## src/rtl/tcl_pkg.sv

```systemverilog
// shared types and constants for the tty canonical line discipline
package tcl_pkg;

    // input beat
    typedef struct packed {
        logic       opcode;
        logic [7:0] in_char;
    } t_in;

    // result beat
    typedef struct packed {
        logic [3:0] status;
        logic [7:0] out_char;
        logic       line_end;
        logic [1:0] signal_kind;
        logic [1:0] echo_mode;
        logic [7:0] echo_char;
        logic [7:0] erase_count;
    } t_out;

    // line memory access request
    typedef struct packed {
        logic we;
        logic re;
    } t_mem_ctl;

    // opcodes
    localparam logic OP_RECEIVE = 1'b0;
    localparam logic OP_READ    = 1'b1;

    // status codes
    localparam logic [3:0] ST_IGNORED = 4'd0;
    localparam logic [3:0] ST_STORED  = 4'd1;
    localparam logic [3:0] ST_LINE    = 4'd2;
    localparam logic [3:0] ST_EOF     = 4'd3;
    localparam logic [3:0] ST_SIGNAL  = 4'd4;
    localparam logic [3:0] ST_READ    = 4'd5;
    localparam logic [3:0] ST_NOREAD  = 4'd6;
    localparam logic [3:0] ST_RAW     = 4'd7;
    localparam logic [3:0] ST_BUSY    = 4'd8;

    // signal kinds
    localparam logic [1:0] SIG_NONE = 2'd0;
    localparam logic [1:0] SIG_INTR = 2'd1;
    localparam logic [1:0] SIG_QUIT = 2'd2;
    localparam logic [1:0] SIG_SUSP = 2'd3;

    // echo modes
    localparam logic [1:0] ECHO_NONE  = 2'd0;
    localparam logic [1:0] ECHO_PLAIN = 2'd1;
    localparam logic [1:0] ECHO_CARET = 2'd2;
    localparam logic [1:0] ECHO_ERASE = 2'd3;

    // configuration register indexes
    localparam logic [1:0] REG_MODE   = 2'd0;
    localparam logic [1:0] REG_SIGNAL = 2'd1;
    localparam logic [1:0] REG_EDIT   = 2'd2;

    localparam int CFG_W = 40;

    // mode flag bit positions
    localparam int FB_CANON = 0;
    localparam int FB_SIG   = 1;
    localparam int FB_ECHO  = 2;
    localparam int FB_CARET = 3;
    localparam int FB_CRNL  = 4;
    localparam int FB_NLCR  = 5;
    localparam int FB_IGNCR = 6;

    // register reset values
    localparam logic [6:0]  MODE_RST   = 7'd31;
    localparam logic [23:0] SIGNAL_RST = 24'h1A1C03;
    localparam logic [39:0] EDIT_RST   = 40'hFFFF04157F;

    // characters
    localparam logic [7:0] CH_CR      = 8'd13;
    localparam logic [7:0] CH_NL      = 8'd10;
    localparam logic [7:0] CH_TAB     = 8'd9;
    localparam logic [7:0] CH_AT      = 8'd64;
    localparam logic [7:0] CTRL_LIMIT = 8'd32;

endpackage

```

## src/rtl/tcl_ram.sv

```systemverilog
// generic single-port ram with registered read
module tcl_ram #(
    parameter int WIDTH = 8,
    parameter int DEPTH = 256
) (
    input  logic                     i_clk,
    input  logic                     i_we,
    input  logic                     i_re,
    input  logic [$clog2(DEPTH)-1:0] i_addr,
    input  logic [WIDTH-1:0]         i_wdata,
    output logic [WIDTH-1:0]         o_rdata
);

    logic [WIDTH-1:0] r_mem [DEPTH];
    logic [WIDTH-1:0] r_rdata;

    always_ff @(posedge i_clk) begin
        if (i_we) begin
            r_mem[i_addr] <= i_wdata;
        end
        if (i_re) begin
            r_rdata <= r_mem[i_addr];
        end
    end

    assign o_rdata = r_rdata;

endmodule

```

## src/rtl/tcl_ctrl.sv

```systemverilog
// line state, configuration registers and per-beat key decision
module tcl_ctrl #(
    parameter int LINE_DEPTH    = 256,
    parameter int DISABLED_CODE = 255
) (
    input  logic                          i_clk,
    input  logic                          i_rst_n,
    input  logic                          i_fire,
    input  tcl_pkg::t_in                  i_item,
    input  logic                          i_cfg_we,
    input  logic [1:0]                    i_cfg_index,
    input  logic [tcl_pkg::CFG_W-1:0]     i_cfg_data,
    output tcl_pkg::t_out                 o_res,
    output logic                          o_res_mem,
    output tcl_pkg::t_mem_ctl             o_mem_ctl,
    output logic [$clog2(LINE_DEPTH)-1:0] o_mem_addr,
    output logic [7:0]                    o_mem_wdata
);
    import tcl_pkg::*;

    localparam int LEN_W = $clog2(LINE_DEPTH);
    localparam logic [7:0] DIS = 8'(DISABLED_CODE);
    localparam logic [LEN_W:0] LEN_LIMIT = (LEN_W+1)'(LINE_DEPTH - 1);

    logic [6:0]       r_mode;
    logic [23:0]      r_sigc;
    logic [39:0]      r_editc;
    logic [LEN_W-1:0] r_len, n_len;
    logic [LEN_W-1:0] r_pos, n_pos;
    logic             r_rdy, n_rdy;

    logic [7:0]       ch;
    logic             drop_cr;
    logic [2:0]       sig_hit;
    logic [4:0]       edit_hit;
    logic [1:0]       echo_mode;
    logic [7:0]       echo_char;
    logic [LEN_W+7:0] kill_cnt;
    logic             echo_on;

    function automatic logic hit(input logic [7:0] code, input logic [7:0] c);
        return (code != DIS) && (code == c);
    endfunction

    always_comb begin
        // translation
        ch      = i_item.in_char;
        drop_cr = 1'b0;
        if (r_mode[FB_CRNL] && i_item.in_char == CH_CR) begin
            ch = CH_NL;
        end else if (r_mode[FB_NLCR] && i_item.in_char == CH_NL) begin
            ch = CH_CR;
        end else if (r_mode[FB_IGNCR] && i_item.in_char == CH_CR) begin
            drop_cr = 1'b1;
        end
        for (int k = 0; k < 3; k++) begin
            sig_hit[k] = hit(r_sigc[8*k +: 8], ch);
        end
        for (int k = 0; k < 5; k++) begin
            edit_hit[k] = hit(r_editc[8*k +: 8], ch);
        end
        // echo of the translated byte
        echo_on   = r_mode[FB_ECHO];
        echo_mode = ECHO_NONE;
        echo_char = 8'd0;
        if (echo_on) begin
            if (ch != CH_NL && r_mode[FB_CARET] && ch != 8'd0 && ch < CTRL_LIMIT
                && ch != CH_TAB) begin
                echo_mode = ECHO_CARET;
                echo_char = ch + CH_AT;
            end else begin
                echo_mode = ECHO_PLAIN;
                echo_char = ch;
            end
        end
        kill_cnt = (LEN_W+8)'(r_len);
    end

    always_comb begin
        o_res       = '0;
        o_res_mem   = 1'b0;
        o_mem_ctl   = '0;
        o_mem_addr  = r_len;
        o_mem_wdata = ch;
        n_len       = r_len;
        n_pos       = r_pos;
        n_rdy       = r_rdy;
        if (i_item.opcode == OP_READ) begin
            if (!r_rdy || r_pos >= r_len) begin
                o_res.status = ST_NOREAD;
                n_rdy = 1'b0;
                n_len = '0;
                n_pos = '0;
            end else begin
                o_res.status = ST_READ;
                o_res_mem    = 1'b1;
                o_mem_ctl.re = 1'b1;
                o_mem_addr   = r_pos;
                n_pos        = r_pos + LEN_W'(1);
                if (r_pos + LEN_W'(1) == r_len) begin
                    o_res.line_end = 1'b1;
                    n_rdy = 1'b0;
                    n_len = '0;
                    n_pos = '0;
                end
            end
        end else if (r_rdy) begin
            o_res.status = ST_BUSY;
        end else if (drop_cr) begin
            o_res.status = ST_IGNORED;
        end else if (r_mode[FB_SIG] && sig_hit != 3'b000) begin
            o_res.status = ST_SIGNAL;
            priority if (sig_hit[0]) o_res.signal_kind = SIG_INTR;
            else if (sig_hit[1])     o_res.signal_kind = SIG_QUIT;
            else                     o_res.signal_kind = SIG_SUSP;
            n_len = '0;
            n_pos = '0;
        end else if (!r_mode[FB_CANON]) begin
            o_res.status    = ST_RAW;
            o_res.out_char  = ch;
            o_res.echo_mode = echo_mode;
            o_res.echo_char = echo_char;
        end else if (edit_hit[0]) begin
            // erase one byte
            o_res.status = ST_STORED;
            if (r_len != '0) begin
                n_len = r_len - LEN_W'(1);
                if (echo_on) begin
                    o_res.echo_mode   = ECHO_ERASE;
                    o_res.erase_count = 8'd1;
                end
            end
        end else if (edit_hit[1]) begin
            // kill the whole line
            o_res.status = ST_STORED;
            if (echo_on && r_len != '0) begin
                o_res.echo_mode   = ECHO_ERASE;
                o_res.erase_count = (kill_cnt > (LEN_W+8)'(255)) ? 8'd255 : kill_cnt[7:0];
            end
            n_len = '0;
        end else if (edit_hit[2]) begin
            if (r_len == '0) begin
                o_res.status = ST_EOF;
            end else begin
                o_res.status = ST_LINE;
                n_rdy = 1'b1;
                n_pos = '0;
            end
        end else begin
            o_res.status = ST_IGNORED;
            if ({1'b0, r_len} < LEN_LIMIT) begin
                o_mem_ctl.we    = 1'b1;
                n_len           = r_len + LEN_W'(1);
                o_res.status    = ST_STORED;
                o_res.echo_mode = echo_mode;
                o_res.echo_char = echo_char;
            end
            if (ch == CH_NL || edit_hit[3] || edit_hit[4]) begin
                o_res.status = ST_LINE;
                n_rdy = 1'b1;
                n_pos = '0;
            end
        end
        if (!i_fire) begin
            o_mem_ctl = '0;
        end
    end

    always_ff @(posedge i_clk) begin
        if (!i_rst_n) begin
            r_mode  <= MODE_RST;
            r_sigc  <= SIGNAL_RST;
            r_editc <= EDIT_RST;
            r_len   <= '0;
            r_pos   <= '0;
            r_rdy   <= 1'b0;
        end else begin
            if (i_cfg_we) begin
                unique case (i_cfg_index)
                    REG_MODE:   r_mode  <= i_cfg_data[6:0];
                    REG_SIGNAL: r_sigc  <= i_cfg_data[23:0];
                    REG_EDIT:   r_editc <= i_cfg_data[39:0];
                    default:    ;
                endcase
            end
            if (i_fire) begin
                r_len <= n_len;
                r_pos <= n_pos;
                r_rdy <= n_rdy;
            end
        end
    end

    // one port: a beat never both writes and reads the line memory
    assert property (@(posedge i_clk) disable iff (!i_rst_n)
        !(o_mem_ctl.we && o_mem_ctl.re))
        else $error("line memory read and write in one cycle");

    // a waiting line is never empty and the read position stays inside it
    assert property (@(posedge i_clk) disable iff (!i_rst_n)
        r_rdy |-> (r_len != '0) && (r_pos < r_len))
        else $error("read position outside the waiting line");

    // read position rests at zero while no line waits
    assert property (@(posedge i_clk) disable iff (!i_rst_n)
        !r_rdy |-> (r_pos == '0))
        else $error("read position nonzero with no line waiting");

endmodule

```

## src/rtl/tty_canonical_line_discipline.sv

```systemverilog
// top level of the tty canonical line discipline
// Terminal input line discipline. Each input beat is either a received key
// (opcode 0) or a read of one byte of the completed line (opcode 1), and
// each gives exactly one result beat. The block takes one beat per clock
// unless the output stalls. An accepted beat is decided, with its line-memory
// access, into the decision stage register, then passes with the registered
// read data of the single-port line memory into an output register. Line
// length, read position and the line-ready flag are flip-flops updated as
// each beat is taken; the line bytes live in the memory, so keys are written
// and read bytes fetched through its one port, at most one access per beat.
// Configuration is a plain write port (index 0 mode flags, 1 signal chars,
// 2 edit chars), to be used only while the block is idle.
module tty_canonical_line_discipline #(
    parameter int LINE_DEPTH    = 256,
    parameter int DISABLED_CODE = 255
) (
    input  logic                      i_clk,
    input  logic                      i_rst_n,
    // input channel
    input  logic                      i_in_valid,
    output logic                      o_in_ready,
    input  tcl_pkg::t_in              i_in_data,
    // result channel
    output logic                      o_out_valid,
    input  logic                      i_out_ready,
    output tcl_pkg::t_out             o_out_data,
    // configuration write port
    input  logic                      i_cfg_we,
    input  logic [1:0]                i_cfg_index,
    input  logic [tcl_pkg::CFG_W-1:0] i_cfg_data
);
    import tcl_pkg::*;

    localparam int LEN_W = $clog2(LINE_DEPTH);

    logic             fire;
    logic             s1_adv;
    t_out             res;
    logic             res_mem;
    t_mem_ctl         mem_ctl;
    logic [LEN_W-1:0] mem_addr;
    logic [7:0]       mem_wdata;
    logic [7:0]       mem_rdata;
    t_out             s1_out;

    // decision stage register: result waiting for the memory read data
    logic             r_s1_valid;
    t_out             r_s1_res;
    logic             r_s1_mem;
    // output register
    logic             r_out_valid;
    t_out             r_out_data;

    // the decision stage moves on whenever the output register is free
    assign s1_adv     = !r_out_valid || i_out_ready;
    assign o_in_ready = !r_s1_valid || s1_adv;
    assign fire       = i_in_valid && o_in_ready;

    tcl_ctrl #(
        .LINE_DEPTH    (LINE_DEPTH),
        .DISABLED_CODE (DISABLED_CODE)
    ) u_ctrl (
        .i_clk       (i_clk),
        .i_rst_n     (i_rst_n),
        .i_fire      (fire),
        .i_item      (i_in_data),
        .i_cfg_we    (i_cfg_we),
        .i_cfg_index (i_cfg_index),
        .i_cfg_data  (i_cfg_data),
        .o_res       (res),
        .o_res_mem   (res_mem),
        .o_mem_ctl   (mem_ctl),
        .o_mem_addr  (mem_addr),
        .o_mem_wdata (mem_wdata)
    );

    // line memory; its read data stays put until the next read, and a read
    // is only issued when the previous beat leaves the decision stage
    tcl_ram #(
        .WIDTH (8),
        .DEPTH (LINE_DEPTH)
    ) u_line_ram (
        .i_clk   (i_clk),
        .i_we    (mem_ctl.we),
        .i_re    (mem_ctl.re),
        .i_addr  (mem_addr),
        .i_wdata (mem_wdata),
        .o_rdata (mem_rdata)
    );

    // read data beat takes the byte from the line memory
    always_comb begin
        s1_out = r_s1_res;
        if (r_s1_mem) begin
            s1_out.out_char = mem_rdata;
        end
    end

    always_ff @(posedge i_clk) begin
        if (!i_rst_n) begin
            r_s1_valid  <= 1'b0;
            r_out_valid <= 1'b0;
        end else begin
            if (o_in_ready) begin
                r_s1_valid <= fire;
            end
            if (s1_adv) begin
                r_out_valid <= r_s1_valid;
            end
        end
    end

    // payload registers
    always_ff @(posedge i_clk) begin
        if (fire) begin
            r_s1_res <= res;
            r_s1_mem <= res_mem;
        end
        if (s1_adv && r_s1_valid) begin
            r_out_data <= s1_out;
        end
    end

    assign o_out_valid = r_out_valid;
    assign o_out_data  = r_out_data;

    // a beat held in the decision stage stays until the output frees up
    assert property (@(posedge i_clk) disable iff (!i_rst_n)
        r_s1_valid && !s1_adv |=> r_s1_valid)
        else $error("decision stage beat lost while stalled");

    // only a read data beat takes its byte from the memory
    assert property (@(posedge i_clk) disable iff (!i_rst_n)
        r_s1_valid && r_s1_mem |-> r_s1_res.status == ST_READ)
        else $error("memory byte attached to a non-read beat");

    // input is refused only when both stages are full and output stalls
    assert property (@(posedge i_clk) disable iff (!i_rst_n)
        !o_in_ready |-> r_s1_valid && r_out_valid && !i_out_ready)
        else $error("input refused with room in the pipeline");

    // memory is touched only on an accepted beat
    assert property (@(posedge i_clk) disable iff (!i_rst_n)
        (mem_ctl.we || mem_ctl.re) |-> fire)
        else $error("line memory access without an accepted beat");

endmodule

```

## config.mk

```make
export PLATFORM = sky130hd
export DESIGN_NAME = tty_canonical_line_discipline
export DESIGN_NICKNAME = d
export VERILOG_FILES = /design/src/rtl/tcl_pkg.sv /design/src/rtl/tcl_ram.sv /design/src/rtl/tcl_ctrl.sv /design/src/rtl/tty_canonical_line_discipline.sv
export SDC_FILE = /design/constraint.sdc
export NUM_CORES = 2
export LEC_CHECK = 0
export BUFFER_PORTS_ARGS = -buffer_cell sky130_fd_sc_hd__buf_2
export CAP_MARGIN = 15
export CORE_ASPECT_RATIO = 2
export CORE_MARGIN = 8
export CORE_UTILIZATION = 30
export CTS_CLUSTER_SIZE = 16
export DETAILED_ROUTE_END_ITERATION = 6
export GPL_TIMING_DRIVEN = 1
export PLACE_DENSITY = 0.44
export SLEW_MARGIN = 20
export SYNTH_ARGS = -nofsm -noshare
export SYNTH_HDL_FRONTEND = slang
export SYNTH_SLANG_ARGS = --single-unit
```

## constraint.sdc

```tcl
create_clock -name i_clk -period 9 [get_ports i_clk]
set_input_delay 0.9 -clock i_clk [delete_from_list [all_inputs] [get_ports i_clk]]
set_output_delay 0.9 -clock i_clk [all_outputs]
set_load 0.02 [all_outputs]
```

### Word level (Yosys, flattened, before mapping)

Memory sizes are Yosys's and may differ from the RTL's. A register that Yosys moved wholly into a read port is not among the register bits.
Index checks and enable logic that the tools add are counted.

| operators by class | value |
|---|---|
| $add $sub $neg | 4 |
| order comparisons | 4 |
| equality and inequality tests | 32 |
| mux-type cells | 93 |
| bitwise operators | 3 |
| reductions and logical operators | 47 |

Operators with widths:

| kind | count |
|---|---|
| $mux W8 | 38 |
| $eq A8 B8 Y1 | 9 |
| $ne A8 B8 Y1 const B | 8 |
| $mux W1 | 34 |
| $mux W4 | 8 |
| $mux W10 | 3 |
| $eq A8 B4 Y1 const B | 3 |
| $mux W2 | 10 |
| $logic_and A1 B1 Y1 | 19 |
| $add A8 B1 Y8 const B | 2 |
| $ne A8 B4 Y1 const B | 2 |
| $reduce_and A8 Y1 | 2 |
| $reduce_bool A8 Y1 | 2 |
| $reduce_or A5 Y1 | 3 |
| $add A8 B7 Y8 const B | 1 |
| $ge A8 B8 Y1 | 1 |
| $gt A8 B8 Y1 const B | 1 |
| $logic_not A8 Y1 | 1 |
| $lt A8 B6 Y1 const B | 1 |
| $lt A8 B8 Y1 const B | 1 |
| $ne A4 B4 Y1 const B | 2 |
| $reduce_and A2 Y1 | 4 |
| $reduce_or A4 Y1 | 2 |
| $sub A8 B1 Y8 const B | 1 |
| other kinds (14) | 25 |

| storage, ports and cells | value |
|---|---|
| bits in registers | 157 |
| memory bits (writable) | 2048 |
| input bits | 56 |
| output and inout bits | 35 |
| logic and storage cells | 208 |
| memories | 1 |

Memories:

| name | words | bits a word | rd ports | clocked after Yosys merged registers in | write ports | RTL line | text |
|---|---|---|---|---|---|---|---|
| u_line_ram.r_mem | 256 | 8 | 1 | 1 | 1 | tcl_ram.sv:14 | `logic [WIDTH-1:0] r_mem [DEPTH];` |

### Depth between registers and ports, before layout

| logic depth | value |
|---|---|
| depth after elaboration | 17 |
| depth in mapped cells | 16 |
| gate-level depth less buffers | 12 |

### Modules after synthesis

From an unflattened synthesis, not the netlist that was laid out.

| unflattened totals | value |
|---|---|
| cell total of the unflattened synthesis | 4456 |
| area total of the unflattened synthesis | 86882.1 µm² |

By module, submodules not included:

| module | times used | cells an instance | area an instance (µm²) | sequential area each (µm²) |
|---|---|---|---|---|
| tcl_ram | 1 | 3547 | 78572.9 | 61739.2 |
| tcl_ctrl | 1 | 824 | 6082.1 | 1761.7 |
| tty_canonical_line_discipline | 1 | 85 | 2227.1 | 2052.0 |

### Worst setup path after synthesis

No wires, ideal clock.

| timing path | value |
|---|---|
| path type | input-to-reg |
| from | in i_in_data[3] (netlist name) |
| to | mem u_line_ram.r_mem[220][0] (enable) |
| setup time | 0.370 ns |
| arrival | 7.665 ns |
| required time | 8.630 ns |
| setup slack | 0.965 ns |
| stages | 13 |
| path through | buf_2 nor4b_4 nand4_1 a221oi_4 xor2_1 nor4_1 o31a_1 clkbuf_1 nor4_4 buf_2 nand3_1 buf_2 nor2_1 |

| on the way | value |
|---|---|
| longest elaborated chain between the ends | 17 |
| elaborated cells between the ends (all ways) | 35 |
| classes of those cells | eq/ne (8); mux (16); reduce/logical (11) |

RTL lines:

| element | RTL line | text |
|---|---|---|
| start, declared | tty_canonical_line_discipline.sv:22 | `input tcl_pkg::t_in i_in_data,` |
| $eq A8 B4 Y1 | tcl_ctrl.sv:51 | `end else if (r_mode[FB_NLCR] && i_item.in_char == CH_NL) begin` |
| $logic_and A1 B1 Y1 | tcl_ctrl.sv:51 |  |
| $mux W8 | tcl_ctrl.sv:51 |  |
| $mux W8 (*) | tcl_ctrl.sv:49 | `if (r_mode[FB_CRNL] && i_item.in_char == CH_CR) begin` |
| named net mem_wdata[1] | tty_canonical_line_discipline.sv:42 | `logic [7:0] mem_wdata;` |
| $eq A8 B8 Y1 | tcl_ctrl.sv:42 | `return (code != DIS) && (code == c);` |
| $logic_and A1 B1 Y1 | tcl_ctrl.sv:42 |  |
| $mux W1 | tcl_ctrl.sv:141 | `end else if (edit_hit[2]) begin` |
| [2 not listed] | n/a |  |
| $mux W1 | tcl_ctrl.sv:118 | `end else if (!r_mode[FB_CANON]) begin` |
| $mux W1 (*) | tcl_ctrl.sv:111 | `end else if (r_mode[FB_SIG] && sig_hit != 3'b000) begin` |
| $mux W1 (*) | tcl_ctrl.sv:109 | `end else if (drop_cr) begin` |
| $mux W1 (*) | tcl_ctrl.sv:107 | `end else if (r_rdy) begin` |
| $mux W1 (*) | tcl_ctrl.sv:88 | `if (i_item.opcode == OP_READ) begin` |
| $mux W2 (*) | tcl_ctrl.sv:164 | `if (!i_fire) begin` |
| $mux W1 (*) | tcl_ram.sv:18 | `if (i_we) begin` |
| $mux W1 (not written as such) (*) | tcl_ram.sv:19 | `r_mem[i_addr] <= i_wdata;` |
| end, declared | tcl_ram.sv:14 |  |

The timed path passes the listed nets; every way through them passes the cells marked *.

### Final worst setup path

| timing path | value |
|---|---|
| from | reg u_ctrl.r_len[4] |
| to | reg u_line_ram.r_rdata[0], in the netlist u_line_ram.o_rdata[0], read port of u_line_ram.r_mem, data pin |

| on the way | value |
|---|---|
| longest elaborated chain between the ends | 5 |
| elaborated cells between the ends (all ways) | 7 |
| classes of those cells | order compare (1); mux (5); reduce/logical (1) |

RTL lines:

| element | RTL line | text |
|---|---|---|
| start, declared | tcl_ctrl.sv:28 | `logic [LEN_W-1:0] r_len, n_len;` |
| start signal, assigned | tcl_ctrl.sv:187 | `r_len <= n_len;` |
| $ge A8 B8 Y1 | tcl_ctrl.sv:89 | `if (!r_rdy \|\| r_pos >= r_len) begin` |
| $logic_or A1 B1 Y1 | tcl_ctrl.sv:89 |  |
| $mux W1 | tcl_ctrl.sv:89 |  |
| $mux W1 | tcl_ctrl.sv:88 |  |
| $mux W2 | tcl_ctrl.sv:164 |  |
| end, declared | tcl_ram.sv:15 | `logic [WIDTH-1:0] r_rdata;` |

Several ways; a longest one is shown, not always the timed one.
A chain may end at the register's enable or synchronous reset.

==> summary by stage <==
Yosys
After synthesis, the largest area contributor takes up 74.4% of total cell area. Sorting the synthesized cells by area gives the leading types as sky130_fd_sc_hd__edfxtp_1 (74%), sky130_fd_sc_hd__a22oi_1 (4.5%), sky130_fd_sc_hd__a31oi_1 (3.8%), sky130_fd_sc_hd__o21ai_0 (3.2%), sky130_fd_sc_hd__nand2_1 (3.1%). The sequential element share of the synthesized area is about three quarters. Dividing the synthesized area by the synthesized cell count gives 14.5 um^2. The leading area contributor after synthesis is sky130_fd_sc_hd__edfxtp_1.

The number of enable flip-flop cells after synthesis is between 2,000 and 2,500. During synthesis, Yosys emitted a total of 0 warnings. The number of different library cells used by synthesis comes to between 70 and 80. Counting every net in the synthesized netlist gives 5,982. The number of cells produced by synthesis is ~5,900.

Summing every instance area after synthesis gives 85,700 um^2. The most used flip-flop cell after synthesis is sky130_fd_sc_hd__edfxtp_1. Counting flops and latches in the post-synthesis netlist gives 2,213. The async set-reset flop share out of synthesis is 0%.

Die
From bottom edge to top edge, the die measures a little under 800 um. The horizontal extent of the die is 394 um. The area of the core region is ~280,000 um^2. The die footprint is 304,000 um^2. Once the floorplan was initialized, standard cells occupied 30.1% of the core. The number of rows in the core area is around 280.

The count of boundary I/O pins is 91.

Clocking
TritonCTS built the clock tree. Clock tree synthesis inserted a total of 193 buffers. The H-tree was split into 4 levels. The post-cts sizing count is 0. The tree is rooted in a sky130_fd_sc_hd__clkbuf_16.

The clock passes through at most 4 buffers. The count of buffers added by post-CTS timing repair for setup is 0. The clock transition at the register clock pins on the worst setup and hold paths after CTS is around 0.080 ns. The clock drives about 2,200 sinks. Hold repair after CTS inserted 0 buffers.

At the later pin of the worst-skew pair, clock insertion delay measures 0.87 ns.

Setup path
Along the worst path, the maximum fanout reaches 44. The capturing element type of the critical path is a register. The start-to-end type of the worst setup path is register to register. The critical path data arrival time is 7.58 ns. The startpoint identified for the worst register-to-register timing path is u_ctrl.r_len[4]. Tracing the worst setup path back leads to its startpoint at u_ctrl.r_len[4]. STA classifies the critical path startpoint as a register.

The required time at the endpoint of the critical path is around 9.6 ns.

Placement
The placed instances occupy a cell area of 90,600 um^2. The last weighted congestion value of the routability-driven placer is ~0.9. Port buffering added 90 buffers. The detailed-placement wirelength estimate is 184,000 um.

STA
The number of setup violations in the final report is 0. The number of hold-slack violations in the final timing report was 0. The actual slew at the worst max-slew pin is 1.30 ns. The post-route fraction of the period consumed by the critical path is 77.9%.

Headroom to the max-slew limit came out at 13.2%. Timing would allow up to 143 MHz. The minimum hold slack is 0.271 ns. Setup repair after global routing left no endpoint under its margin. Between clock sinks in the finished design, the worst skew comes to about 0.070 ns. The time the worst path needs with I/O delays and setup is between 7 and 8 ns. The final max-slew violation count is 0. For the final routed database, the setup TNS stands at 0 ns.

Cells and area
The number of nets in the finished design is 5,917. Compared with the post-synthesis result, the final layout area differs by 12.8%. Cells fill 34.0% of the core in the end.

The fraction of layout instances using a drive strength above 1 is 8.96%. The final standard cell area without fillers is 96,600 um^2.

Power
The power density of the placed cells is 210 nW/um^2. The reported leakage power is 28.3 nW. The worst-case IR drop observed on VDD is 0.157 mV.

The sum of internal, switching and leakage power is roughly 0.020 W.

Route
The vias per cell is 5.31. The number of detailed-route iterations in the first pass is 6. The detailed router placed 52,000 vias in this run. The final routed wire length divided by cell count is 29.8 um. The final layout contains routed wiring with a total length of 291,000 um. The count of nets left with antenna violations once routing finished came out at 0. The DRC violation count after routing is 0. The number of violations reported at the end of detailed-routing iteration 0 is 3,849.

Min path
The hold path startpoint is i_cfg_data[28]. The worst hold path belongs to the class primary input to register.

Global route
The via count of the first global-routing pass is ~53,000. Global routing used 18.4% of the available tracks. Entering global routing, the biggest net connects 177 pins. The wire length of the first global-routing pass is 406,000 um. The number of antenna violations at the first check in global routing is 17. The total overflow reported by the global router is 0.

Run status
The flow ran to the end, and the final reports show no timing, DRC or antenna violations.

Run
Across the run, the number of max-cap violations was 0.
==> metal layers <==
layer  global-route usage [%]  wire length [um]  vias to the layer above
met2                     35.3            158000                     1622
met3                     1.87             11000                      596
met5                        0                14                        -
met4                     12.1             22000                        2
li1                         -                 -                    23100
met1                     18.8            100000                    26600
==> where the power goes <==
part	internal (W)	switching, W
combinational	0.000193	0.000661
clock	0.00437	0.00374
sequential	0.0113	0.0000242
total	0.0159	0.00443
==> Yosys cell counts, drive strengths merged (3+ instances only) <==
library cell and count:
mux2 12, xnor2 30, inv 35, o221ai 3, or4 12, and4 3, nor2b 9, clkbuf 427
o211ai 17, edfxtp 2123, nand2b 7, o21ai 549, nand2 710, o22ai 8, a41oi 36, nor3 9
o21a 6, o41ai 128, a21oi 46, mux2i 15, and2 11, nand4 24, nand3 92, xor2 28
or2 6, a31oi 524, ha 13, or3 3, a22oi 513, buf 30, dfxtp 90, nor4 16
a21o 3, o2111ai 7, nand3b 4, a221oi 3, nor2 318, o31ai 4
==> stage by stage <==
| step | instances | setup WS, ns |
|---|---|---|
| after CTS | 9756 | 2.19 |
| after global placement | 9416 | 1.72 |
| after global routing | 9784 | 1.84 |
| after floorplan | 5913 | 0.965 |
| after detailed placement | 9418 | 1.99 |
| final | 9787 | 1.99 |
==> layout make-up <==
class                   instances  area (um^2)
clock inverters               103          843
inverters                      37          154
fillers                     27500       188000
repair buffers                197         1610
flip-flops and latches       2213        65600
multi-input cells            3206        18600
clock buffers                 235         5070
well taps                    3766         4710
diodes                         30         75.1
==> worst max-delay path, cell delays in order, from the launching register on <==
cell and delay, ns:
sky130_fd_sc_hd__dfxtp_1 0.53, sky130_fd_sc_hd__clkinv_1 0.35, sky130_fd_sc_hd__ha_1 0.32, sky130_fd_sc_hd__or4_1 0.52, sky130_fd_sc_hd__a21oi_1 0.15, sky130_fd_sc_hd__a211oi_1 0.07, sky130_fd_sc_hd__buf_4 0.19, sky130_fd_sc_hd__or2_2 0.47
sky130_fd_sc_hd__inv_2 0.47, sky130_fd_sc_hd__mux2i_4 0.71, sky130_fd_sc_hd__buf_4 0.59, sky130_fd_sc_hd__a31oi_1 0.09, sky130_fd_sc_hd__o41ai_1 0.77, sky130_fd_sc_hd__a41oi_1 0.75, sky130_fd_sc_hd__or4_1 0.66
==> cells by family (layout without fill, tap and decap cells) <==
| logic type | after synthesis | count (layout) | synth area share [%] |
|---|---|---|---|
| buffers and inverters | 494 | 572 | 2.19 |
| other | 0 | 30 | 0 |
| multiplexers | 27 | 27 | 0.333 |
| XOR/XNOR | 59 | 59 | 0.619 |
| adder cells (fa/ha/maj) | 13 | 13 | 0.190 |
| AND/OR/NAND/NOR | 1237 | 1237 | 6.00 |
| AO/OA/AOI/OAI | 1870 | 1870 | 14.2 |
| flip-flops | 2213 | 2213 | 76.5 |
==> worst paths after layout <==
kind	cells past startpoint	endpoint	slack (ns)
max	14	u_line_ram.o_rdata[0]	1.99
min	3	u_ctrl.r_editc[28]	0.27
max reg2reg	14	u_line_ram.o_rdata[0]	1.99
min reg2reg	0	o_out_data[2]	0.40
==> sequential cells by signal, summed over array words and instances (netlist names) <==
name and cells:
u_ctrl.r_sigc 24, u_ctrl.r_mode 7, u_line_ram.o_rdata 8, u_ctrl.r_rdy 1, r_s1_mem 1, u_ctrl.r_len 8, u_ctrl.r_editc 40, o_out_valid 1
u_line_ram.r_mem 2048, r_s1_valid 1, r_s1_res 33, o_out_data 33, u_ctrl.r_pos 8
==> cell usage in the layout (no fill, tap or decap), types with 12 or more instances in the layout <==
master / Yosys / layout
sky130_fd_sc_hd__inv_1: 33 / 31
sky130_fd_sc_hd__ha_1: 13 / 13
sky130_fd_sc_hd__buf_2: 14 / 85
sky130_fd_sc_hd__a21oi_1: 46 / 46
sky130_fd_sc_hd__bufinv_16: 0 / 13
sky130_fd_sc_hd__o21ai_0: 547 / 544
sky130_fd_sc_hd__mux2i_1: 15 / 13
sky130_fd_sc_hd__o41ai_2: 0 / 13
sky130_fd_sc_hd__diode_2: 0 / 30
sky130_fd_sc_hd__nand2_1: 710 / 694
sky130_fd_sc_hd__dfxtp_1: 90 / 90
sky130_fd_sc_hd__or4_1: 12 / 12
sky130_fd_sc_hd__clkbuf_16: 0 / 195
sky130_fd_sc_hd__xor2_1: 28 / 28
sky130_fd_sc_hd__nand4_1: 24 / 24
sky130_fd_sc_hd__clkinv_2: 0 / 37
sky130_fd_sc_hd__buf_4: 2 / 83
sky130_fd_sc_hd__o211ai_1: 17 / 17
sky130_fd_sc_hd__o41ai_1: 128 / 115
sky130_fd_sc_hd__nor2_1: 318 / 316
sky130_fd_sc_hd__a41oi_1: 36 / 35
sky130_fd_sc_hd__xnor2_1: 30 / 30
sky130_fd_sc_hd__nor4_1: 15 / 15
sky130_fd_sc_hd__nand3_1: 92 / 92
sky130_fd_sc_hd__buf_12: 0 / 23
sky130_fd_sc_hd__edfxtp_1: 2123 / 2123
sky130_fd_sc_hd__clkinv_1: 2 / 40
sky130_fd_sc_hd__a22oi_1: 513 / 513
sky130_fd_sc_hd__clkbuf_1: 427 / 36
sky130_fd_sc_hd__a31oi_1: 524 / 523
(Power assumes the default switching activity.)
